`src/hdl/jtm_pkg.sv`:
```
package jtm_pkg;

  // command codes
  localparam logic [2:0] FN_TAP_RESET = 3'd0;
  localparam logic [2:0] FN_RUN_IDLE  = 3'd1;
  localparam logic [2:0] FN_LOAD_IR   = 3'd2;
  localparam logic [2:0] FN_ENTER_DR  = 3'd3;
  localparam logic [2:0] FN_SHIFT     = 3'd4;
  localparam logic [2:0] FN_EXIT_DR   = 3'd5;

  // result word kinds
  localparam logic [1:0] KIND_CLOCKED = 2'd0;
  localparam logic [1:0] KIND_HELD    = 2'd1;
  localparam logic [1:0] KIND_STATUS  = 2'd2;

  // configuration register indexes
  localparam logic CFG_IR_LENGTH = 1'b0;
  localparam logic CFG_IR_EXPECT = 1'b1;

  localparam logic [5:0]  IR_LENGTH_RESET = 6'd10;
  localparam logic [31:0] IR_EXPECT_RESET = 32'h0000_0155;

  localparam int S_TDATA_W = 144;
  localparam int M_TDATA_W = 72;

  // TAP controller states
  localparam logic [3:0] TAP_RESET      = 4'd0;
  localparam logic [3:0] TAP_RUN_IDLE   = 4'd1;
  localparam logic [3:0] TAP_SELECT_IR  = 4'd2;
  localparam logic [3:0] TAP_CAPTURE_IR = 4'd3;
  localparam logic [3:0] TAP_SHIFT_IR   = 4'd4;
  localparam logic [3:0] TAP_EXIT1_IR   = 4'd5;
  localparam logic [3:0] TAP_PAUSE_IR   = 4'd6;
  localparam logic [3:0] TAP_EXIT2_IR   = 4'd7;
  localparam logic [3:0] TAP_UPDATE_IR  = 4'd8;
  localparam logic [3:0] TAP_SELECT_DR  = 4'd9;
  localparam logic [3:0] TAP_CAPTURE_DR = 4'd10;
  localparam logic [3:0] TAP_SHIFT_DR   = 4'd11;
  localparam logic [3:0] TAP_EXIT1_DR   = 4'd12;
  localparam logic [3:0] TAP_PAUSE_DR   = 4'd13;
  localparam logic [3:0] TAP_EXIT2_DR   = 4'd14;
  localparam logic [3:0] TAP_UPDATE_DR  = 4'd15;

  typedef struct packed {
    logic        load;
    logic        step;
  } shift_ctl_t;

  typedef struct packed {
    logic [1:0]  kind;
    logic        tms;
    logic        tdi;
    logic [3:0]  tap_now;
    logic [63:0] captured;
    logic        fault;
    logic        last;
  } item_t;

  function automatic logic [3:0] tap_step(input logic [3:0] s, input logic tms);
    logic [3:0] n;
    case (s)
      TAP_RESET:      n = tms ? TAP_RESET     : TAP_RUN_IDLE;
      TAP_RUN_IDLE:   n = tms ? TAP_SELECT_DR : TAP_RUN_IDLE;
      TAP_SELECT_IR:  n = tms ? TAP_RESET     : TAP_CAPTURE_IR;
      TAP_CAPTURE_IR: n = tms ? TAP_EXIT1_IR  : TAP_SHIFT_IR;
      TAP_SHIFT_IR:   n = tms ? TAP_EXIT1_IR  : TAP_SHIFT_IR;
      TAP_EXIT1_IR:   n = tms ? TAP_UPDATE_IR : TAP_PAUSE_IR;
      TAP_PAUSE_IR:   n = tms ? TAP_EXIT2_IR  : TAP_PAUSE_IR;
      TAP_EXIT2_IR:   n = tms ? TAP_UPDATE_IR : TAP_SHIFT_IR;
      TAP_UPDATE_IR:  n = tms ? TAP_SELECT_DR : TAP_RUN_IDLE;
      TAP_SELECT_DR:  n = tms ? TAP_SELECT_IR : TAP_CAPTURE_DR;
      TAP_CAPTURE_DR: n = tms ? TAP_EXIT1_DR  : TAP_SHIFT_DR;
      TAP_SHIFT_DR:   n = tms ? TAP_EXIT1_DR  : TAP_SHIFT_DR;
      TAP_EXIT1_DR:   n = tms ? TAP_UPDATE_DR : TAP_PAUSE_DR;
      TAP_PAUSE_DR:   n = tms ? TAP_EXIT2_DR  : TAP_PAUSE_DR;
      TAP_EXIT2_DR:   n = tms ? TAP_UPDATE_DR : TAP_SHIFT_DR;
      TAP_UPDATE_DR:  n = tms ? TAP_SELECT_DR : TAP_RUN_IDLE;
      default:        n = TAP_RESET;
    endcase
    return n;
  endfunction

endpackage

```
`src/hdl/jtag_master_sequencer.sv`:
```
// Output: an accepted command moves the controller out of idle; its first word is then
// registered, and one word follows per cycle while m_tready holds.
// Commands: a new one is taken only after the last word of the previous one; up to
// RESET_CLOCKS + 40 words for an instruction load, up to MAX_SHIFT for a data shift.
// Reset: TAP tracked in test-logic-reset, TDI held high, ir_length 10, ir_expect 0x155.
module jtag_master_sequencer #(
  parameter int RESET_CLOCKS = 5,
  parameter int MAX_SHIFT    = 64
) (
  input  logic                          clk,
  input  logic                          rst,
  input  logic                          s_tvalid,
  output logic                          s_tready,
  // shift_value, shift_len, hold_last, check_capture, tdo_levels, zero pad
  input  logic [jtm_pkg::S_TDATA_W-1:0] s_tdata,
  // func
  input  logic [2:0]                    s_tuser,
  output logic                          m_tvalid,
  input  logic                          m_tready,
  // tms_level, tdi_level, tap_now, captured, fault, zero pad
  output logic [jtm_pkg::M_TDATA_W-1:0] m_tdata,
  // kind
  output logic [1:0]                    m_tuser,
  output logic                          m_tlast,
  input  logic                          cfg_valid,
  output logic                          cfg_ready,
  input  logic                          cfg_index,
  input  logic [31:0]                   cfg_data
);

  logic [5:0]          ir_length;
  logic [31:0]         ir_expect;
  jtm_pkg::shift_ctl_t shift_ctl;
  jtm_pkg::item_t      item;
  jtm_pkg::item_t      out_item;
  logic                item_valid;
  logic                slot_free;
  logic                tdi_bit;
  logic                miss_bit;
  logic [63:0]         captured_now;
  logic [63:0]         captured_step;

  assign cfg_ready = 1'b1;

  always_ff @(posedge clk) begin
    if (rst) begin
      ir_length <= jtm_pkg::IR_LENGTH_RESET;
      ir_expect <= jtm_pkg::IR_EXPECT_RESET;
    end else if (cfg_valid) begin
      case (cfg_index)
        jtm_pkg::CFG_IR_LENGTH: ir_length <= cfg_data[5:0];
        jtm_pkg::CFG_IR_EXPECT: ir_expect <= cfg_data;
        default: ;
      endcase
    end
  end

  jtm_shift u_shift (
    .clk           (clk),
    .ctl           (shift_ctl),
    .shift_value   (s_tdata[63:0]),
    .tdo_levels    (s_tdata[136:73]),
    .ir_expect     (ir_expect),
    .tdi_bit       (tdi_bit),
    .miss_bit      (miss_bit),
    .captured_now  (captured_now),
    .captured_step (captured_step)
  );

  jtm_ctrl #(
    .RESET_CLOCKS (RESET_CLOCKS),
    .MAX_SHIFT    (MAX_SHIFT)
  ) u_ctrl (
    .clk           (clk),
    .rst           (rst),
    .cmd_valid     (s_tvalid),
    .cmd_ready     (s_tready),
    .func          (s_tuser),
    .shift_len     (s_tdata[70:64]),
    .hold_last     (s_tdata[71]),
    .check_capture (s_tdata[72]),
    .ir_length     (ir_length),
    .tdi_bit       (tdi_bit),
    .miss_bit      (miss_bit),
    .captured_now  (captured_now),
    .captured_step (captured_step),
    .shift_ctl     (shift_ctl),
    .slot_free     (slot_free),
    .item_valid    (item_valid),
    .item          (item)
  );

  // output word register
  assign slot_free = !m_tvalid || m_tready;

  always_ff @(posedge clk) begin
    if (rst) begin
      m_tvalid <= 1'b0;
    end else if (slot_free) begin
      m_tvalid <= item_valid;
    end
  end

  always_ff @(posedge clk) begin
    if (slot_free && item_valid) begin
      out_item <= item;
    end
  end

  assign m_tdata = {1'b0, out_item.fault, out_item.captured, out_item.tap_now,
                    out_item.tdi, out_item.tms};
  assign m_tuser = out_item.kind;
  assign m_tlast = out_item.last;

endmodule

```
`src/hdl/jtm_shift.sv`:
```
// serial datapath: TDI bits out of the bottom, TDO compared bit by bit against
// the expected instruction pattern, capture mask grown one bit per shift
module jtm_shift (
  input  logic               clk,
  input  jtm_pkg::shift_ctl_t ctl,
  input  logic [63:0]        shift_value,
  input  logic [63:0]        tdo_levels,
  input  logic [31:0]        ir_expect,
  output logic               tdi_bit,
  output logic               miss_bit,
  output logic [63:0]        captured_now,
  output logic [63:0]        captured_step
);

  logic [63:0] val_sr;
  logic [63:0] tdo_sr;
  logic [63:0] tdo_hold;
  logic [31:0] exp_sr;
  logic [63:0] mask;
  logic [63:0] mask_next;

  assign mask_next = {mask[62:0], 1'b1};

  always_ff @(posedge clk) begin
    if (ctl.load) begin
      val_sr   <= shift_value;
      tdo_sr   <= tdo_levels;
      tdo_hold <= tdo_levels;
      exp_sr   <= ir_expect;
      mask     <= '0;
    end else if (ctl.step) begin
      val_sr <= {1'b0, val_sr[63:1]};
      tdo_sr <= {1'b0, tdo_sr[63:1]};
      exp_sr <= {1'b0, exp_sr[31:1]};
      mask   <= mask_next;
    end
  end

  assign tdi_bit       = val_sr[0];
  assign miss_bit      = tdo_sr[0] ^ exp_sr[0];
  assign captured_now  = tdo_hold & mask;
  assign captured_step = tdo_hold & mask_next;

endmodule

```
`src/hdl/jtm_ctrl.sv`:
```
// command sequencer: TMS walks, bit shifts and the TAP state tracker
module jtm_ctrl #(
  parameter int RESET_CLOCKS = 5,
  parameter int MAX_SHIFT    = 64
) (
  input  logic                clk,
  input  logic                rst,
  input  logic                cmd_valid,
  output logic                cmd_ready,
  input  logic [2:0]          func,
  input  logic [6:0]          shift_len,
  input  logic                hold_last,
  input  logic                check_capture,
  input  logic [5:0]          ir_length,
  input  logic                tdi_bit,
  input  logic                miss_bit,
  input  logic [63:0]         captured_now,
  input  logic [63:0]         captured_step,
  output jtm_pkg::shift_ctl_t shift_ctl,
  input  logic                slot_free,
  output logic                item_valid,
  output jtm_pkg::item_t      item
);

  // longest walk: reset run, one idle tick, then five ticks to shift-IR
  localparam int NAV_W   = RESET_CLOCKS + 6;
  localparam int NCW     = $clog2(NAV_W + 1);
  localparam int CNT_MAX = (MAX_SHIFT > 32) ? MAX_SHIFT : 32;
  localparam int BCW     = $clog2(CNT_MAX + 1);

  localparam logic [NAV_W-1:0] ONES_RC    = NAV_W'((1 << RESET_CLOCKS) - 1);
  localparam logic [NAV_W-1:0] SEQ_ZERO   = '0;
  localparam logic [NAV_W-1:0] SEQ_IR     = NAV_W'(6);
  localparam logic [NAV_W-1:0] SEQ_IR_UPD = NAV_W'(12);
  localparam logic [NAV_W-1:0] SEQ_IR_FAR = ONES_RC | NAV_W'(6 << (RESET_CLOCKS + 1));
  localparam logic [NAV_W-1:0] SEQ_DR_UPD = NAV_W'(1);
  localparam logic [NAV_W-1:0] SEQ_DR     = NAV_W'(4);
  localparam logic [NAV_W-1:0] SEQ_EXIT   = NAV_W'(3);

  typedef enum logic [3:0] {
    ST_IDLE   = 4'b0001,
    ST_NAV    = 4'b0010,
    ST_SHIFT  = 4'b0100,
    ST_REFUSE = 4'b1000
  } st_t;

  st_t              st, st_next;
  logic [3:0]       tap, tap_next;
  logic             tdi_pin, tdi_pin_next;
  logic [NAV_W-1:0] tms_sr, tms_sr_next;
  logic [NCW-1:0]   nav_cnt, nav_cnt_next;
  logic [BCW-1:0]   bit_cnt, bit_cnt_next;
  logic             hold_q, hold_next;
  logic             check_q, check_next;
  logic             post_q, post_next;
  logic             shift_after, shift_after_next;
  logic             miss_q, miss_next;

  logic             fire;
  logic             near_upd;
  logic             near_idle;
  logic [BCW-1:0]   ir_n;
  logic [BCW-1:0]   dr_n;
  logic             final_bit;
  logic             held;
  logic             miss_now;
  logic             ends;

  assign near_upd  = (tap == jtm_pkg::TAP_UPDATE_IR) || (tap == jtm_pkg::TAP_UPDATE_DR);
  assign near_idle = (tap == jtm_pkg::TAP_RESET) || (tap == jtm_pkg::TAP_RUN_IDLE);

  assign ir_n = (ir_length == 6'd0) ? BCW'(1) :
                (ir_length > 6'd32) ? BCW'(32) : BCW'(ir_length);
  assign dr_n = (shift_len > 7'(MAX_SHIFT)) ? BCW'(MAX_SHIFT) : BCW'(shift_len);

  assign item_valid = (st != ST_IDLE);
  assign cmd_ready  = (st == ST_IDLE);
  assign fire       = item_valid && slot_free;

  assign final_bit = (bit_cnt == BCW'(1));
  assign held      = final_bit && hold_q;
  assign miss_now  = miss_q || (check_q && miss_bit);
  assign ends      = final_bit && (!post_q || miss_now);

  always_comb begin
    st_next          = st;
    tap_next         = tap;
    tdi_pin_next     = tdi_pin;
    tms_sr_next      = tms_sr;
    nav_cnt_next     = nav_cnt;
    bit_cnt_next     = bit_cnt;
    hold_next        = hold_q;
    check_next       = check_q;
    post_next        = post_q;
    shift_after_next = shift_after;
    miss_next        = miss_q;
    shift_ctl        = '0;
    item             = '0;
    item.tap_now     = tap;

    case (st)
      ST_IDLE: begin
        if (cmd_valid) begin
          shift_ctl.load   = 1'b1;
          miss_next        = 1'b0;
          shift_after_next = 1'b0;
          post_next        = 1'b0;
          check_next       = 1'b0;
          hold_next        = hold_last;
          bit_cnt_next     = dr_n;
          st_next          = ST_NAV;
          case (func)
            jtm_pkg::FN_TAP_RESET: begin
              tms_sr_next  = ONES_RC;
              nav_cnt_next = NCW'(RESET_CLOCKS);
            end
            jtm_pkg::FN_RUN_IDLE: begin
              tms_sr_next  = near_upd ? SEQ_ZERO : ONES_RC;
              nav_cnt_next = near_upd ? NCW'(1) : NCW'(RESET_CLOCKS + 1);
            end
            jtm_pkg::FN_LOAD_IR: begin
              shift_after_next = 1'b1;
              post_next        = 1'b1;
              hold_next        = 1'b1;
              check_next       = check_capture;
              bit_cnt_next     = ir_n;
              if (near_idle) begin
                tms_sr_next  = SEQ_IR;
                nav_cnt_next = NCW'(5);
              end else if (near_upd) begin
                tms_sr_next  = SEQ_IR_UPD;
                nav_cnt_next = NCW'(6);
              end else begin
                tms_sr_next  = SEQ_IR_FAR;
                nav_cnt_next = NCW'(RESET_CLOCKS + 6);
              end
            end
            jtm_pkg::FN_ENTER_DR: begin
              if (near_upd) begin
                tms_sr_next  = SEQ_DR_UPD;
                nav_cnt_next = NCW'(3);
              end else if (near_idle) begin
                tms_sr_next  = SEQ_DR;
                nav_cnt_next = NCW'(5);
              end else begin
                st_next = ST_REFUSE;
              end
            end
            jtm_pkg::FN_SHIFT: begin
              if (((tap == jtm_pkg::TAP_SHIFT_DR) || (tap == jtm_pkg::TAP_SHIFT_IR)) &&
                  (shift_len != 7'd0)) begin
                st_next = ST_SHIFT;
              end else begin
                st_next = ST_REFUSE;
              end
            end
            jtm_pkg::FN_EXIT_DR: begin
              if (tap == jtm_pkg::TAP_SHIFT_DR) begin
                tms_sr_next  = SEQ_EXIT;
                nav_cnt_next = NCW'(2);
              end else begin
                st_next = ST_REFUSE;
              end
            end
            default: begin
              st_next = ST_REFUSE;
            end
          endcase
        end
      end

      ST_NAV: begin
        item.kind    = jtm_pkg::KIND_CLOCKED;
        item.tms     = tms_sr[0];
        item.tdi     = tdi_pin;
        item.tap_now = jtm_pkg::tap_step(tap, tms_sr[0]);
        item.last    = (nav_cnt == NCW'(1)) && !shift_after;
        item.captured = item.last ? captured_now : '0;
        if (fire) begin
          tap_next     = item.tap_now;
          tms_sr_next  = {1'b0, tms_sr[NAV_W-1:1]};
          nav_cnt_next = nav_cnt - NCW'(1);
          if (nav_cnt == NCW'(1)) begin
            st_next = shift_after ? ST_SHIFT : ST_IDLE;
          end
        end
      end

      ST_SHIFT: begin
        item.kind     = held ? jtm_pkg::KIND_HELD : jtm_pkg::KIND_CLOCKED;
        item.tms      = 1'b0;
        item.tdi      = tdi_bit;
        item.tap_now  = held ? tap : jtm_pkg::tap_step(tap, 1'b0);
        item.last     = ends;
        item.fault    = ends && miss_now;
        item.captured = ends ? captured_step : '0;
        if (fire) begin
          shift_ctl.step = 1'b1;
          tdi_pin_next   = tdi_bit;
          tap_next       = item.tap_now;
          bit_cnt_next   = bit_cnt - BCW'(1);
          miss_next      = miss_now;
          if (final_bit) begin
            if (ends) begin
              st_next = ST_IDLE;
            end else begin
              // instruction in: two TMS-high ticks to update-IR
              tms_sr_next      = SEQ_EXIT;
              nav_cnt_next     = NCW'(2);
              shift_after_next = 1'b0;
              st_next          = ST_NAV;
            end
          end
        end
      end

      ST_REFUSE: begin
        item.kind  = jtm_pkg::KIND_STATUS;
        item.fault = 1'b1;
        item.last  = 1'b1;
        if (fire) begin
          st_next = ST_IDLE;
        end
      end

      default: begin
        st_next = ST_IDLE;
      end
    endcase
  end

  always_ff @(posedge clk) begin
    if (rst) begin
      st      <= ST_IDLE;
      tap     <= jtm_pkg::TAP_RESET;
      tdi_pin <= 1'b1;
    end else begin
      st      <= st_next;
      tap     <= tap_next;
      tdi_pin <= tdi_pin_next;
    end
  end

  always_ff @(posedge clk) begin
    tms_sr      <= tms_sr_next;
    nav_cnt     <= nav_cnt_next;
    bit_cnt     <= bit_cnt_next;
    hold_q      <= hold_next;
    check_q     <= check_next;
    post_q      <= post_next;
    shift_after <= shift_after_next;
    miss_q      <= miss_next;
  end

endmodule
```
`config.mk`:
```
export PLATFORM = sky130hd
export DESIGN_NAME = jtag_master_sequencer
export DESIGN_NICKNAME = d
export VERILOG_FILES = /design/src/hdl/jtm_pkg.sv /design/src/hdl/jtag_master_sequencer.sv /design/src/hdl/jtm_shift.sv /design/src/hdl/jtm_ctrl.sv
export SDC_FILE = /design/constraint.sdc
export NUM_CORES = 1
export LEC_CHECK = 0
export BUFFER_PORTS_ARGS = -buffer_cell sky130_fd_sc_hd__buf_2
export CAP_MARGIN = 20
export CORE_ASPECT_RATIO = 0.9
export CORE_UTILIZATION = 52
export CTS_BUF_LIST = sky130_fd_sc_hd__clkbuf_16
export CTS_CLUSTER_SIZE = 24
export DETAILED_ROUTE_END_ITERATION = 10
export PLACE_DENSITY = 0.76
export SLEW_MARGIN = 10
export SYNTH_ARGS = -nofsm -noshare
export SYNTH_HDL_FRONTEND = slang
export SYNTH_SLANG_ARGS = --single-unit
```
`constraint.sdc`:
```
create_clock -name clk -period 6.67 [get_ports clk]
set_clock_uncertainty 0.15 [all_clocks]
set_input_delay 1.0005 -clock clk [delete_from_list [all_inputs] [get_ports clk]]
set_output_delay 1.0005 -clock clk [all_outputs]
set_load 0.05 [all_outputs]
```
Yosys cells after proc, flatten, opt, wreduce, memory -nomap -nowiden
Memory sizes are Yosys's and may differ from the RTL's. A register that Yosys moved wholly into a read port is not among the register bits.
Index checks and enable logic that the tools add are counted.

operators by class
  add/sub/neg operators = 2
  order comparisons = 2
  equality and inequality tests = 37
  muxes and demuxes = 92
  bitwise logic cells = 4
  reductions and logical operators = 37

operator list
  kind                  number
  $mux W64              6
  $pmux W70 S2          1
  $and A64 B64 Y64      2
  $mux W4               29
  $mux W11              9
  $mux W32              2
  $pmux W11 S5          1
  $pmux W4 S12          1
  $eq A4 B4 Y1 const B  9
  $mux W7               5
  $pmux W11 S3          1
  $pmux W4 S4           2
  $eq A4 B3 Y1 const B  5
  $pmux W4 S5           1
  $mux W1               15
  $pmux W7 S2           1
  $eq A4 B1 Y1 const B  3
  $eq A4 B2 Y1 const B  3
  $mux W3               4
  $pmux W4 S3           1
  $ne A2 B1 Y1 const B  5
  $mux W9               1
  $reduce_and A9 Y1     1
  $mux W2               4
  36 further kinds      62

word-level totals
  bits in registers = 437
  memory bits (read-only) = 64
  input bits = 185
  output and inout port bits = 78
  memories = 1

memory list
  memory            words  width  rd ports  clocked after Yosys merged registers in  write ports  RTL line       source
  (name not given)  16     4      1         1                                        0            jtm_pkg.sv:61  case (s)

Logic depth before layout (Yosys ltp)
Gate-level depths: netlist of run 1.

  depth after elaboration = 9
  gate-level depth with buffers = 13

Hierarchy
A second synthesis of run 1 with hierarchy kept.

unflattened totals
  cell total of the unflattened synthesis = 1369
  area total of the unflattened synthesis = 19322.3 um^2

by module, submodules not included
  module                 instances  cells an instance  area each (um^2)
  jtm_shift              1          738                12025.3
  jtag_master_sequencer  1          251                3918.8
  jtm_ctrl               1          380                3378.2

Least setup slack after synthesis of run 1
OpenSTA, ideal clock, no wires.

  kind = input to register
  from = input m_tready
  to = register u_shift.exp_sr[0], enable pin
  library setup time = 0.526 ns
  data arrival time = 6.593 ns
  data required time = 5.994 ns
  setup slack = -0.599 ns
  stages on the path = 6
  buffers on the path = 1
  path through = nand2b_1 nand2_1 inv_1 nand2_1 clkbuf_1 nand2_1

between the ends
  longest elaborated chain between the ends = 5

RTL lines
  item                          RTL line                     source
  from (decl)                   jtag_master_sequencer.sv:19  input logic m_tready,
  $logic_or A1 B1 Y1            jtag_master_sequencer.sv:94  assign slot_free = !m_tvalid || m_tready;
  $logic_and A1 B1 Y1           jtm_ctrl.sv:78               assign fire = item_valid && slot_free;
  net u_ctrl.fire               jtm_ctrl.sv:59               logic fire;
  $mux W1                       jtm_ctrl.sv:197              if (fire) begin
  $mux W1                       jtm_ctrl.sv:101              case (st)
  $reduce_bool A2 Y1 (no line)  --
  to (signal assigned)          jtm_shift.sv:29              exp_sr <= ir_expect;
  to (signal assigned)          jtm_shift.sv:34              exp_sr <= {1'b0, exp_sr[31:1]};
  to (decl)                     jtm_shift.sv:18              logic [31:0] exp_sr;

The timed path passes the listed nets, and every way through them passes these cells.
A chain may end at the register's enable or synchronous reset.

Final worst setup path of run 1
  from = register u_ctrl.st[0]
  to = register u_shift.tdo_sr[29] (data pin)

between the ends
  longest elaborated chain between the ends = 3

RTL lines
  item                    RTL line         source
  from (decl)             jtm_ctrl.sv:47   st_t st, st_next;
  from (signal assigned)  jtm_ctrl.sv:238  st <= st_next;
  $eq A4 B1 Y1            jtm_ctrl.sv:101
  $mux W1                 jtm_ctrl.sv:101
  $mux W64                jtm_shift.sv:25  if (ctl.load) begin
  to (signal assigned)    jtm_shift.sv:27  tdo_sr <= tdo_levels;
  to (signal assigned)    jtm_shift.sv:33  tdo_sr <= {1'b0, tdo_sr[63:1]};
  to (decl)               jtm_shift.sv:16  logic [63:0] tdo_sr;

No other way between the ends.

==> results.md, run 1 <==
* Status: complete, no violations
* Hold_buf cts at 0
* Max Root-Sink Buffers at 3
* Critical setup path kind: reg -> reg
* Final-report max-slew violation count at 0
* Seq/Total Area, Yosys at 65.61%
* Net count, final at 2,186
* CP most frequent cell: nand2_1
* Initial drt markers at 982
* Wire per inst at about 16 µm
* Cells along the critical path: or4b_2, clkinv_1, nand2_4, inv_8, buf_4, nand2_1, nand2_1
* Slew margin rel. at 27.43%
* Ys async rst share at 0%
* Worst setup EP type: flip-flop
* Worst reg2reg path depth at 7
* GRT Overall Usage at 22.07%
* Clock Sinks at 439
* HP Class: reg -> reg
* I/O Buffers at 253
* Worst flop-to-flop path endpoint: u_shift.tdo_sr[29]
* Routed via count at 13,183
* Syn_area_per_cell at 10.27 µm²
* RR Startpoint: u_ctrl.st[0]
* Seq. cell area at 12,020 µm²
* Non-filler cells, final at 2,495
* P_leak at 0.008387 µW
* Share of layout cells above drive strength 1 at 17.89%
* H-tree lvl count at 2
* Setup bufs post-CTS at 0
* Worst EP arrival at roughly 4.3 ns
* Worst-Margin Slew at 1.089 ns
* Clk_lat worst skew at 0.55 ns
* Max-Cap Viols at 0
* Crit-path slowest cell: inv_8
* #FFs+latches synth at 439
* Endpoint of the worst hold path: ir_expect[22]
* Worst vdd ir at a little under 0.3 mV
* Post-detail-place hpwl at 24.72 mm
* Largest net degree at the start of global routing at ~180
* Layout Area Growth over Synthesis at 16.57%
* Period minus WS final at 4.035 ns
* Post-Place Setup Slack at 2.636 ns
* Core Region at approximately 34,000 µm²
* Initial Util at 53.34%
* WP data required at ~6.9 ns
* Power Density at 463.0 nW/µm²
* Die Y at 180.1 µm
* Ports at about 260
* YS warnings at 0
* Pre-antenna DRT Iters at 5
* Buf+Inv Stages, Crit Path at 3
* Fin Hold WS at 0.3042 ns
* Fmax at 247.9 MHz
* Crit-path max FO at 180
* Startpoint Class: flip-flop
* Antenna violations before repair at 9
* WHS Path Cells at 2
* Primary FF master, synth: edfxtp_1
* Post-synth top cells: nand2_1, edfxtp_1, dfxtp_1, a21oi_1, nor2_1
* Post-synth EDFFs at 323
* Post-route setup slack at between 2 and 3 ns
* Grt ovf at 0
* Synthesized area at 18,320 µm²
* Inserted Clock Buffers at 45
* Final worst path period share at between 60% and 70%
* Critical Path Max Stage Delay at roughly 0.9 ns
* Die X at about 200 µm
* Clock root buffer: clkbuf_16
* GP Congestion at ~0.86
* First-pass GRT wire length at between 60 and 70 mm
* Routed Antenna Nets at 0
* Post-Synthesis Cells at around 1,800
* Resized Gates After CTS at 0
* RSZ-0062 raised after global routing: no
* Clk pin slew, worst setup/hold paths at about 0.060 ns
* Vias per std cell at ~5.3
* Fin Setup TNS at 0 ns
* Most common cell in the netlist: nand2_1
* Placed insts at around 2,400
* Post-synth top area share at 52.93%
* Crit-path leading delay family: buffers and inverters
* Area of the multi-input gates at 5786 µm²
* Hold Crit Start: ir_expect[22]
* Vias in the first global route at 12,530
* R2R Setup Slk at roughly 2.6 ns
* Dominant cell type by area after synthesis: edfxtp_1
* Number of distinct library cells after synthesis at about 70
* Die ar. at 35,990 µm²
* Post-Synthesis Net Count at 1,979
* DRC viols at 0
* Filler cells at 2,768
* CTS tree: done
* Total Wirelength at 39.56 mm
* Final setup viols at 0
* Synth area leaders: edfxtp_1, nand2_1, dfxtp_1
* Rows at 64
* Fin. Hold Viols at 0
power by group:
part	total, µW	internal (µW)	switching, µW
Sequential	4480	4210	274
Combinational	2960	631	2330
Clock	2450	1400	1050
placed cells by master (no fill, tap or decap), drive strengths merged, types with 4 or more instances in the layout:
master	instances
or4b	6
o21ai	21
o211ai	5
nor2	94
a211oi	5
and2	5
buf	271
nand3b	9
inv	28
nand2	750
ha	9
nand3	12
edfxtp	323
mux2i	6
a21oi	111
clkinv	26
nand2b	9
nor2b	7
nor4	4
nor3	10
diode	4
dfxtp	116
nor3b	5
clkbuf	47
and3	8
a211o	4
xnor2	6
a22oi	65
a31oi	9
layer usage:
metal	up-vias	wire (µm)	global-route usage (%)	part of all wire [%]
met3	75	3032	5.596	7.7
met4	10	871	6.198	2.2
li1	6508	-	-	-
met2	419	18070	34.83	46
met5	-	66	0	0.17
met1	6171	17530	30.21	44
worst register-to-register path, cell delays in order, from the launching register on:
cell and delay [ns]:
dfxtp_1 0.50, or4b_2 0.68, clkinv_1 0.32, nand2_4 0.48
inv_8 0.95, buf_4 0.60, nand2_1 0.14, nand2_1 0.09
final cells by class:
type | count | area share [%]
inverters | 21 | 0.4100
diodes | 4 | 0.04686
multi-input cells | 1214 | 27.09
clock inverters | 37 | 1.295
repair buffers | 271 | 6.672
well taps | 462 | 2.706
clock buffers | 47 | 5.506
flip-flops and latches | 439 | 56.28
kinds of logic after synthesis:
| group | share of synthesized area [%] |
|---|---|
| flops | 65.61 |
| compound gates | 8.925 |
| buf+inv | 3.107 |
| other cells | 0.04098 |
| simple gates | 20.95 |
| fa+ha+maj | 0.6146 |
| xor+xnor | 0.4302 |
| mux | 0.3278 |
state kept, by name, indices dropped and copies added, names as in the netlist, 2 cells and up, named ones only:
register / cells
u_shift.tdo_sr: 64
u_shift.val_sr: 64
u_shift.exp_sr: 32
u_ctrl.nav_cnt: 4
u_shift.mask: 64
ir_expect: 32
u_ctrl.bit_cnt: 7
u_ctrl.st: 4
u_ctrl.tap: 4
u_shift.tdo_hold: 64
u_ctrl.tms_sr: 9
ir_length: 6
m_tdata: 71
m_tuser: 2
worst max path at each step:
stage                 start                    to  slack, ns  cells past startpoint
4_1_cts        u_ctrl.st[0]    u_shift.val_sr[13]       2.62                      5
3_5_place_dp   u_ctrl.st[0]    u_shift.val_sr[11]       2.64                      5
6_report       u_ctrl.st[0]    u_shift.tdo_sr[29]       2.64                      7
2_1_floorplan      m_tready     u_shift.exp_sr[0]       0.92                      6
3_3_place_gp   u_ctrl.st[0]  u_shift.tdo_hold[29]       2.67                      5
5_1_grt        u_ctrl.st[0]    u_shift.tdo_sr[24]       2.34                      7
through the flow:
step / power (µW) / util (%) / area (µm²)
finish: 9890 / 62.18 / 21360
detailed placement: 7516 / 57.79 / 19850
global placement: 7420 / 57.77 / 19840
CTS: 9975 / 62.02 / 21300
global route: 10420 / 62.16 / 21360
floorplan: 6742 / - / 18330
(Power assumes the default switching activity.)
==> inputs of run 2 (changes only) <==
ABC_AREA = 1   (was not set)
clock period = 3.52 ns   (was 6.67 ns; I/O delays follow)
==> run 2 against run 1 <==
Net effect: design area rose by 0.28%; largest cell class unchanged; sequential share of layout area fell by 0.15 points; critical endpoint is now m_tdata[44]; clock power rose by 85%; non-clock buffer count rose by 19; setup slack got worse by 1.9 ns.
==> results.md, run 2 <==
* Setup bufs post-CTS at 0
* Post-Synthesis Cells at between 1,500 and 2,000
* Most common cell after layout, fill and taps aside: nand2_1
* Clock Sinks at ~440
* Die ar. at 35,680 µm²
* Power Density at roughly 700 nW/µm²
* Clk pin slew, worst setup/hold paths at around 0.06 ns
* R2R Setup Slk at 0.71 ns
* Period minus WS final at roughly 2.8 ns
* Post-layout util at 62.65%
* Dominant cell type by area after synthesis: edfxtp_1
* Vias in the first global route at 12,503
* Final setup viols at 0
* Post-Synthesis Net Count at 2,002
* Syn_area_per_cell at between 10 and 15 µm²
* Die Y at 179.3 µm
* Most common cell in the netlist: nand2_1
* Initial Util at 53.12%
* Slew margin rel. at around 28%
* Critical setup path kind: reg -> reg
* Largest register FFs at 71
* Ys async rst share at 0%
* RR Startpoint: u_ctrl.st[2]
* Vias per std cell at 5.213
* Core Region at 34,190 µm²
* Fmax at ~360 MHz
* GRT Overall Usage at 21.95%
* Final worst path period share at between 70 and 80%
* Worst setup EP type: flip-flop
* Worst vdd ir at 0.4179 mV
* Inserted Clock Buffers at 45
* Grt met2 use at between 30% and 40%
* Grt ovf at 0
* Initial drt markers at 904
* Status: complete, no violations
* Placed insts at 2,453
* Filler cells at 2,773
* Die X at a little under 200 µm
* Ports at approximately 260
* Post-Place Setup Slack at 0.8462 ns
* Met3 Resource Use GR at 4.646%
* DRC viols at 0
* Worst flop-to-flop path endpoint: m_tdata[44]
* P_leak at 0.009250 µW
* Post-route setup slack at 0.7073 ns
* Share of layout cells above drive strength 1 at ~18%
* Worst reg2reg path depth at 9
* Net count, final at 2,246
* Routed via count at 13,329
* CP Launch Point: u_ctrl.st[2]
* Post-synth EDFFs at 323
* Crit-path max FO at 43
* RSZ-0062 raised after global routing: no
* Number of distinct library cells after synthesis at 42
* I/O Buffers at 253
* Post-synth top area share at 53.40%
* Seq/Total Area, Yosys at 66.19%
* Fin Hold WS at 0.02823 ns
* Startpoint Class: flip-flop
* Clock root buffer: clkbuf_16
* Post-detail-place hpwl at 25.47 mm
* Layout Area Growth over Synthesis at 17.94%
* H-tree lvl count at 2
* CP Capture Point: m_tdata[44]
* Synth area leaders: edfxtp_1, dfxtp_1, nand2_1
* HP Class: in -> reg
* Wire per inst at 15.48 µm
* Antenna violations before repair at 7
* Total Wirelength at 39.57 mm
* Post-synth top cells: nand2_1, edfxtp_1, inv_1, dfxtp_1, o21ai_0
* Rows at 64
* Max-Cap Viols at 0
* Non-filler cells, final at approximately 2,600
* Synthesized area at 18,160 µm²
* Worst EP arrival at 3.07 ns
* Max Root-Sink Buffers at 3
* Fin. Hold Viols at 0
* Routed Antenna Nets at 0
* #FFs+latches synth at 439
* Fin Setup TNS at 0 ns
* GR Util met1 at between 20% and 30%
* First-pass GRT wire length at 61.71 mm
* Largest net degree at the start of global routing at 227
* Final-report max-slew violation count at 0
* GP Congestion at 0.9091
* YS warnings at 0
* Primary FF master, synth: edfxtp_1
* Most Crowded Layer GR: met2
* CTS tree: done
* Commonest cells after routing, fill and taps aside: nand2_1, edfxtp_1, buf_2
* WP data required at 3.78 ns
* Worst-Margin Slew at roughly 1.1 ns
* Pre-antenna DRT Iters at 6
* Clk_lat worst skew at 0.55 ns
[run 2: cell count changes after synthesis, moves of 29 or more]
cell | before | now
inv_1 | 19 | 122
o22ai_1 | 2 | 66
nand3_1 | 12 | 41
o21ai_0 | 20 | 115
nand2_1 | 750 | 603
and3_1 | 8 | 47
a22oi_1 | 65 | 2
[run 2: layer usage]
metal	vias to the layer above	routed length, µm
li1	6576	-
met1	6180	17390
met2	485	18180
met3	82	2964
met4	6	995
met5	-	41
[run 2: where the power goes]
group	internal [µW]	leakage (µW)	switching (µW)	total (µW)
logic	757	0.00443	2490	3240
registers	6880	0.00406	278	7160
clock network	2630	0.000765	1910	4540
total	10300	0.00925	4680	14900
[run 2: critical path: stages, from the launching register on]
cell and delay (ns):
dfxtp_2 0.34, nor2_2 0.18, nand2_1 0.14, nor2_4 0.12
inv_2 0.12, nor2_2 0.16, nand2_2 0.56, buf_4 0.48
o22ai_1 0.23, and2_1 0.17
[run 2: worst min path at each step]
stage / startpoint / to / slack [ns] / cells past startpoint
floorplan: ir_expect[31] / ir_expect[31] / 0.28 / 2
global placement: u_ctrl.tdi_pin / u_ctrl.tdi_pin / 0.29 / 2
detailed placement: u_ctrl.tdi_pin / u_ctrl.tdi_pin / 0.30 / 2
CTS: s_tdata[129] / u_shift.tdo_hold[56] / 0.00006 / 1
global route: s_tdata[79] / u_shift.tdo_hold[6] / 0.007 / 1
finish: s_tdata[129] / u_shift.tdo_hold[56] / 0.03 / 1
[run 2: cell type report]
type                            instances  area (µm²)  area share, %
Multi-Input combinational cell       1142        5235          24.44
Inverter                              134       513.0          2.395
Timing Repair Buffer                  290        1642          7.664
Clock buffer                           47        1176          5.491
Clock inverter                         37       239.0          1.116
Tap cell                              462       578.1          2.699
Sequential cell                       439       12020          56.13
Antenna cell                            6       15.01        0.07009
[run 2: what timing repair did]
item	CTS	global route
endpoints found under the setup margin	0	0
hold endpoints to repair	14	0
hold buffers	14	0
gates resized for setup	0	0
[run 2: stage by stage]
step                instance area (µm²)  total power (µW)
floorplan                         18210              9548
global placement                  19850             10400
detailed placement                19850             10510
CTS                               21410             15070
global route                      21410             15630
finish                            21420             14940
[run 2: logic make-up (layout without fill, tap and decap cells)]
kind of cell               Yosys count  after routing  synth area share, %
and+or+nand+nor                    844            844                19.15
DFF                                439            439                66.19
AOI/OAI and AO/OA                  283            283                8.577
buffers and inverters              227            508                5.229
adders and majority gates            9              9               0.6200
xor gates and xnor gates             4              4               0.1929
other                                2              8              0.04135
